### config.mk
export PLATFORM = sky130hd
export DESIGN_NAME = tvs_axis
export DESIGN_NICKNAME = d
export VERILOG_FILES = /design/src/design/tvs_pkg.sv /design/src/design/tvs_axis.sv
export SDC_FILE = /design/constraint.sdc
export NUM_CORES = 2
export LEC_CHECK = 0
export ABC_AREA = 1
export BUFFER_PORTS_ARGS = -buffer_cell sky130_fd_sc_hd__buf_4
export CELL_PAD_IN_SITES_DETAIL_PLACEMENT = 0
export CELL_PAD_IN_SITES_GLOBAL_PLACEMENT = 1
export CORE_MARGIN = 2
export CORE_UTILIZATION = 50
export CTS_CLUSTER_DIAMETER = 80
export DETAILED_ROUTE_END_ITERATION = 10
export PLACE_DENSITY_LB_ADDON = 0.25
export SLEW_MARGIN = 20
export SYNTH_ARGS = -nofsm -noshare
export SYNTH_HDL_FRONTEND = slang
export SYNTH_SLANG_ARGS = --single-unit
### constraint.sdc
create_clock -name clk -period 3.5 [get_ports clk]
set_input_delay 0.175 -clock clk [delete_from_list [all_inputs] [get_ports clk]]
set_output_delay 0.175 -clock clk [all_outputs]
set_load 0.02 [all_outputs]
### src/design/tvs_pkg.sv
// ----------------------------------------------------------------------------
// tvs_pkg
// shared types, constants and the linear blend used by the volume sampler
// ----------------------------------------------------------------------------
`default_nettype none

package tvs_pkg;

    localparam int COORD_W     = 32;
    localparam int SAMPLE_W    = 16;
    localparam int FRAC_W      = 16;
    localparam int ADDR_W      = 12;
    localparam int STORE_DEPTH = 4096;
    localparam int CORNERS     = 8;
    localparam int CFG_IDX_W   = 3;

    localparam int GRID_X_DEF  = 16;
    localparam int GRID_Y_DEF  = 16;
    localparam int GRID_Z_DEF  = 16;

    typedef enum logic
    {
        KIND_WRITE = 1'b0,
        KIND_QUERY = 1'b1
    } kind_t;

    typedef enum logic [CFG_IDX_W-1:0]
    {
        REG_MIN_X = 3'd0,
        REG_MIN_Y = 3'd1,
        REG_MIN_Z = 3'd2,
        REG_MAX_X = 3'd3,
        REG_MAX_Y = 3'd4,
        REG_MAX_Z = 3'd5
    } cfg_reg_t;

    // a + round((b - a) * f / 2^16), same as (a*(1-f) + b*f) rounded half up
    function automatic logic [SAMPLE_W-1:0] blend(input logic [SAMPLE_W-1:0] a,
                                                 input logic [SAMPLE_W-1:0] b,
                                                 input logic [FRAC_W-1:0]   f);
        logic signed [SAMPLE_W:0]          diff;
        logic signed [SAMPLE_W+FRAC_W+1:0] prod;
        logic signed [SAMPLE_W+FRAC_W+1:0] sum;
        diff = $signed({1'b0, b}) - $signed({1'b0, a});
        prod = diff * $signed({1'b0, f});
        sum  = prod + $signed((SAMPLE_W+FRAC_W+2)'(32768)) + $signed({2'b00, a, 16'h0000});
        return sum[FRAC_W +: SAMPLE_W];
    endfunction

endpackage

`default_nettype wire

### src/design/tvs_axis.sv
// ----------------------------------------------------------------------------
// tvs_axis
// one axis: box test, scale to grid, pipelined restoring divide, cell split
// ----------------------------------------------------------------------------
`default_nettype none

module tvs_axis import tvs_pkg::*; #(
    parameter int G  = 16,
    parameter int QW = 20
) (
    input  wire logic                        clk,
    input  wire logic                        en,
    input  wire logic signed [COORD_W-1:0]   pos,
    input  wire logic signed [COORD_W-1:0]   lo,
    input  wire logic signed [COORD_W-1:0]   hi,
    output logic                             in_box,
    output logic             [$clog2(G)-1:0] lower,
    output logic             [$clog2(G)-1:0] upper,
    output logic             [FRAC_W-1:0]    frac
);

    localparam int LW = $clog2(G);
    localparam int DW = COORD_W + 1;
    localparam int NW = DW + LW;
    localparam int XW = QW - FRAC_W;
    localparam logic [LW-1:0] GMAX = LW'(G - 1);

    // stage 1: offsets and box test
    logic [DW-1:0] d_reg, e_reg;
    logic          in1_reg;

    always_ff @(posedge clk)
    begin
        if (en)
        begin
            d_reg   <= DW'({pos[COORD_W-1], pos} - {lo[COORD_W-1], lo});
            e_reg   <= DW'({hi[COORD_W-1], hi} - {lo[COORD_W-1], lo});
            in1_reg <= (pos >= lo) && (pos <= hi);
        end
    end

    // stage 2: offset times cell count
    logic [NW-1:0] n_reg;
    logic [DW-1:0] e2_reg;
    logic          ez2_reg, in2_reg;

    always_ff @(posedge clk)
    begin
        if (en)
        begin
            n_reg   <= NW'(d_reg) * NW'(GMAX);
            e2_reg  <= e_reg;
            ez2_reg <= (e_reg == '0);
            in2_reg <= in1_reg;
        end
    end

    // divide stages, one quotient bit each
    logic [DW:0]   rem_w [QW+1];
    logic [QW-1:0] q_w   [QW+1];
    logic [QW-1:0] fd_w  [QW+1];
    logic [DW-1:0] e_w   [QW+1];
    logic          ez_w  [QW+1];
    logic          in_w  [QW+1];

    assign rem_w[0] = (DW+1)'(n_reg >> XW);
    assign q_w[0]   = '0;
    assign fd_w[0]  = {n_reg[XW-1:0], {FRAC_W{1'b0}}};
    assign e_w[0]   = e2_reg;
    assign ez_w[0]  = ez2_reg;
    assign in_w[0]  = in2_reg;

    for (genvar i = 0; i < QW; i++)
    begin : g_div
        logic [DW:0]   rem_reg;
        logic [QW-1:0] q_reg, fd_reg;
        logic [DW-1:0] e_reg_s;
        logic          ez_reg, in_reg;
        logic [DW:0]   trial;
        logic          ge;

        assign trial = {rem_w[i][DW-1:0], fd_w[i][QW-1]};
        assign ge    = trial >= {1'b0, e_w[i]};

        always_ff @(posedge clk)
        begin
            if (en)
            begin
                rem_reg <= ge ? (trial - {1'b0, e_w[i]}) : trial;
                q_reg   <= {q_w[i][QW-2:0], ge};
                fd_reg  <= fd_w[i] << 1;
                e_reg_s <= e_w[i];
                ez_reg  <= ez_w[i];
                in_reg  <= in_w[i];
            end
        end

        assign rem_w[i+1] = rem_reg;
        assign q_w[i+1]   = q_reg;
        assign fd_w[i+1]  = fd_reg;
        assign e_w[i+1]   = e_reg_s;
        assign ez_w[i+1]  = ez_reg;
        assign in_w[i+1]  = in_reg;
    end

    // final stage: lower cell, clamped upper cell, fraction
    logic [QW-1:0] q;
    logic [XW-1:0] cell_q;
    logic [LW-1:0] low_c;
    logic [LW:0]   up_c;

    always_comb
    begin
        q      = ez_w[QW] ? '0 : q_w[QW];
        cell_q = q[QW-1:FRAC_W];
        low_c  = (cell_q > XW'(G - 1)) ? GMAX : LW'(cell_q);
        up_c   = {1'b0, low_c} + (LW+1)'(1);
        if (up_c >= (LW+1)'(G - 1))
        begin
            up_c = (LW+1)'(G - 1);
        end
    end

    always_ff @(posedge clk)
    begin
        if (en)
        begin
            in_box <= in_w[QW];
            lower  <= low_c;
            upper  <= up_c[LW-1:0];
            frac   <= q[FRAC_W-1:0];
        end
    end

endmodule

`default_nettype wire

### Word level (Yosys, flattened, before mapping)

Cells that the tools add are included.

* add/subtract/negate cells: 22
* multiply operators: 1
* divide/modulo/power cells: 0
* $lt $le $gt $ge: 24
* eq/ne operators: 0
* shifts and indexed selects: 0
* multiplexer cells: 21
* bitwise operators: 0
* reduce and logical (&&, ||, !) cells: 2

Operator list (number)
* 34-bit by 33-bit greater-or-equal comparator with 1-bit output: 20
* 33-bit 2-to-1 mux: 19
* 33-bit subtractor: 19
* 32-bit by 32-bit subtractor with 33-bit output: 2
* 33-bit by 4-bit multiplier with 37-bit output (second input constant): 1
* 33-bit logical NOT: 1
* 32-bit greater-or-equal comparator: 1
* 32-bit less-or-equal comparator: 1
* 20-bit 2-to-1 mux: 1
* 4-bit by 1-bit adder with 5-bit output (second input constant): 1
* 5-bit by 4-bit greater-or-equal comparator with 1-bit output (second input constant): 1
* 4-bit > comparator (second input constant): 1
* 4-bit 2-to-1 mux: 1
* 1-bit logical AND: 1

* register bits after elaboration: 1674
* bits in latches: 0
* bits in writable memories: 0
* memory bits (read-only): 0
* output and inout port bits: 25
* logic and storage cells: 197
* memories: 0

### Logic depth before layout (Yosys ltp)

* depth after elaboration: 5
* gate-level depth with buffers: 17
* depth with buffers taken out: 17

### Least setup slack after synthesis

OpenSTA, ideal clock, no wires.

* path type: reg2reg
* start point: reg d_reg[3]
* end point: reg n_reg[24] (data pin)
* library setup time: 0.259 ns
* data arrival time: 2.824 ns
* path slack: 0.417 ns
* cell stages (with the launch flop): 13
* buffers on the path: 0
* clock period less this slack: 3.083 ns
* cells stage by stage: edfxtp_1 > inv_1 > fa_1 > fa_1 > inv_1 > ha_1 > a21oi_1 > nand2_1 > a21boi_0 > o21ai_0 > nand2_1 > nand2_1 > xor2_1

* word-level cells in the longest chain between the ends: 1

Ends and longest elaborated chain
* from (decl): RTL line tvs_axis.sv:29 `logic [DW-1:0] d_reg, e_reg;`
* from (signal assigned): RTL line tvs_axis.sv:36 `d_reg <= DW'({pos[COORD_W-1], pos} - {lo[COORD_W-1], lo});`
* 33-bit by 4-bit multiplier with 37-bit output: RTL line tvs_axis.sv:51 `n_reg <= NW'(d_reg) * NW'(GMAX);`
* to (signal assigned): RTL line tvs_axis.sv:51
* to (decl): RTL line tvs_axis.sv:43 `logic [NW-1:0] n_reg;`

Every way passes these cells.
A chain may end at the register's enable or synchronous reset.

### Final worst setup path

* start point: reg d_reg[10]
* end point: reg n_reg[25] (data pin)

Same word-level chain as after synthesis.

==> run_results.csv <==
group,metric,value,unit
status,status,"completed",
logic_synthesis,synth_cell_type_count,48,
power,power.density,979,nW/um^2
logic_synthesis,synth_xor_area_share,2.81,%
die,core_area,223000,sq um
logic_synthesis,ys_ff_latch,1674,
die,dieArea,228000,sq um
setup_path,start_kind,"flop",
clock_network,htreeDepth,4,
logic_synthesis,synth-edff-count,1674,
power,ir_drop,544,uV
global_routing,grtUsageTotal,31.4,%
clock_network,clock_latency,0.86,ns
die,start_util,50.3,%
die,num_rows,173,
logic_synthesis,synth_top_family_by_area,"simple AND/OR/NAND/NOR gates",
global_routing,antenna_found_initial,17,
setup_path,path_max_fanout,4,
sta,finalCritPeriodShare,95.8,%
min_path,worstHoldPathType,"in2reg",
sta,tightest_slew,1.06,ns
placed_design,dp_cells,16500,
clock_network,clock_sinks,1674,
die,dieWidth,477,microns
setup_path,slowest_delay,0.52,ns
placed_design,dp_hpwl,294000,microns
setup_path,worstPathArrival,3.93,ns
detailed_routing,ant_nets,0,
setup_path,end_kind,"flop",
clock_network,cts_root_buf,"clkbuf_16",
global_routing,grt_max_degree,101,
logic_synthesis,ys_top_cells_by_area,"edfxtp_1 45%, nand2_1 13%, ha_1 8.9%",
detailed_routing,initialDrtViolationCount,9234,
detailed_routing,finalWirelength,367000,microns
global_routing,grt_pass1_vias,90900,
setup_path,cpMaxStageDelayCell,"fa_1",
clock_network,numCtsBuffers,187,
setup_path,cp_top_family,"adder cells",
logic_synthesis,synthMuxAreaShare,0,%
logic_synthesis,post-synth-top-area-cell,"edfxtp_1",
sta,clock.fmax,298,MHz
die,ios,123,
logic_synthesis,yosysWarningCount,0,
setup_path,cp_data_required_time,4.08,ns
sta,finalSetupViolCount,0,
logic_synthesis,synth_area,112000,sq um
placed_design,gp_congestion,1.02,
setup_path,path_buf_inv,2,
detailed_routing,drc,0,
detailed_routing,routedWlPerCell,21.7,microns
logic_synthesis,synth_compound_area_share,7.04,%
power,total_leakage_power,58.3,nW
sta,post-route-min-period,3.35,ns
logic_synthesis,ys.flop_type,"edfxtp_1",
clock_network,cts_buffer_depth,3,
logic_synthesis,syn-num-nets,14400,
global_routing,grt_pass1_wl,549000,microns
setup_path,cp_cell_sequence,"inv_1 -> fa_1 -> fa_1 -> inv_1 -> ha_1 -> a21oi_1 -> o21ai_0 -> a21oi_2 -> o21ai_4 -> nand2_1 -> nand2_1 -> xor2_1",
setup_path,path_class,"reg2reg",
cells_and_area,post-route-util,55.8,%
logic_synthesis,synthArstFlopShare,0,%
sta,slew_headroom,29.1,%
global_routing,grt-ovfl-total,0,
detailed_routing,vias_per_cell,5.55,
die,die_h,477,microns
logic_synthesis,syn_avg_cell_area,8.34,sq um
detailed_routing,dr.pass1.iters,9,
clock_network,cts_tree,"done",
placed_design,portBuffers,122,
detailed_routing,vias,94000,
cells_and_area,layout.cells.non_filler,16900,
run,maxCapViolations,0,
sta,finalMaxSlewViolations,0,
clock_network,clk_pin_slew,0.06,ns
logic_synthesis,synthSimpleGateAreaFrac,26.9,%
logic_synthesis,synth-seq-area-share,44.9,%
sta,finalSetupTns,0,ns
logic_synthesis,synth_top_area_share,44.9,%
logic_synthesis,synthAdderAreaFrac,10.4,%
sta,finalClockSkew,0.0644,ns
cells_and_area,syn2layout_area_growth,10.8,%
cells_and_area,fin_nets,14800,
sta,hold_viol_final,0,
cells_and_area,drive_gt1_share,7.03,%
logic_synthesis,synthCells,13400,
## worst register-to-register path: cells and delay by family (launching register included)
kind | cells | cell delay, ns
buffers and inverters | 2 | 0.24
adder cells (fa/ha/maj) | 3 | 1.34
AND/OR/NAND/NOR | 2 | 0.17
XOR/XNOR | 1 | 0.15
flip-flops | 1 | 0.35
AO/OA/AOI/OAI | 4 | 0.82
## final timing paths
check | from | to | slack (ns) | depth (start not counted)
hold reg to reg | g_div[0].e_reg_s[3] | g_div[1].e_reg_s[3] | 0.40 | 0
setup reg to reg | d_reg[10] | n_reg[25] | 0.15 | 12
hold / removal | pos[6] | d_reg[6] | 0.03 | 3
setup / recovery | d_reg[10] | n_reg[25] | 0.15 | 12
## kinds of logic (layout without fill, tap and decap cells)
group / after synthesis / after routing
AND/OR/NAND/NOR: 6796 / 6801
AO/OA/AOI/OAI: 1497 / 1497
buffers and inverters: 2217 / 2732
other: 0 / 6
flip-flops: 1674 / 1674
XOR/XNOR: 359 / 359
adder cells (fa/ha/maj): 882 / 882
## through the flow
step	total power [mW]	worst slack (ns)	cell area, sq um	hold WS [ns]
2_1_floorplan	78.6	0.417	112000	0.287
3_3_place_gp	99.1	-0.0108	117000	0.400
3_5_place_dp	99.4	-0.0484	117000	0.405
4_1_cts	120	0.0380	124000	0.000248
5_1_grt	130	-0.00912	124000	0.0219
6_report	121	0.147	124000	0.0330
## per-layer routing
metal / up-vias / GRT usage (%) / part of all wire [%]
li1: 45200 / - / -
met1: 44600 / 43.4 / 44
met2: 3529 / 50.6 / 45
met3: 644 / 3.83 / 6.7
met4: 4 / 11.8 / 4.2
met5: - / 0 / 0.0054
## synthesized netlist by cell type (all sizes together) (154+ instances only)
cell    number
inv       2044
nor3       154
ha         798
nand2     4015
edfxtp    1674
xor2       322
o21ai      481
nand3     1266
nor2       992
a21oi      887
nand3b     215
buf        172
## placed cells by master (no fill, tap or decap), types with 131 or more instances in the layout
| cell type | netlist | layout |
|---|---|---|
| a21oi_1 | 887 | 879 |
| buf_4 | 1 | 246 |
| clkbuf_16 | 0 | 188 |
| edfxtp_1 | 1674 | 1674 |
| ha_1 | 798 | 796 |
| inv_1 | 2035 | 2010 |
| nand2_1 | 3892 | 3891 |
| nand3_1 | 1136 | 1135 |
| nand3_2 | 130 | 131 |
| nand3b_1 | 215 | 215 |
| nor2_1 | 939 | 937 |
| nor3_1 | 140 | 138 |
| o21ai_0 | 453 | 448 |
| xor2_1 | 322 | 322 |
## report_power, final
group | total (mW) | switching (mW) | internal (mW) | leakage (nW)
Combinational | 65.6 | 44.2 | 21.4 | 38.8
Clock | 20.4 | 8.71 | 11.7 | 3.07
Sequential | 35.5 | 4.87 | 30.6 | 16.4
Total | 121 | 57.8 | 63.6 | 58.3
## timing repair
item | 4_1_cts | 5_1_grt
gates resized for setup | 1 | 52
gates cloned | 0 | 5
endpoints found under the hold margin | 81 | 0
hold buffers | 64 | 0
pin swaps | 0 | 8
buffers inserted | 0 | 3
setup endpoints to repair | 1 | 112
## cell type report
cell class | count | area, sq um
multi-input combinational | 9539 | 52900
clock buffer | 212 | 4790
inverter | 2044 | 7670
timing repair buffer | 340 | 3100
sequential | 1674 | 50300
clock inverter | 136 | 1630
tap | 2975 | 3720
antenna | 6 | 15.0
fill | 20700 | 98400
Note: power is estimated with default switching activity, not from simulation.
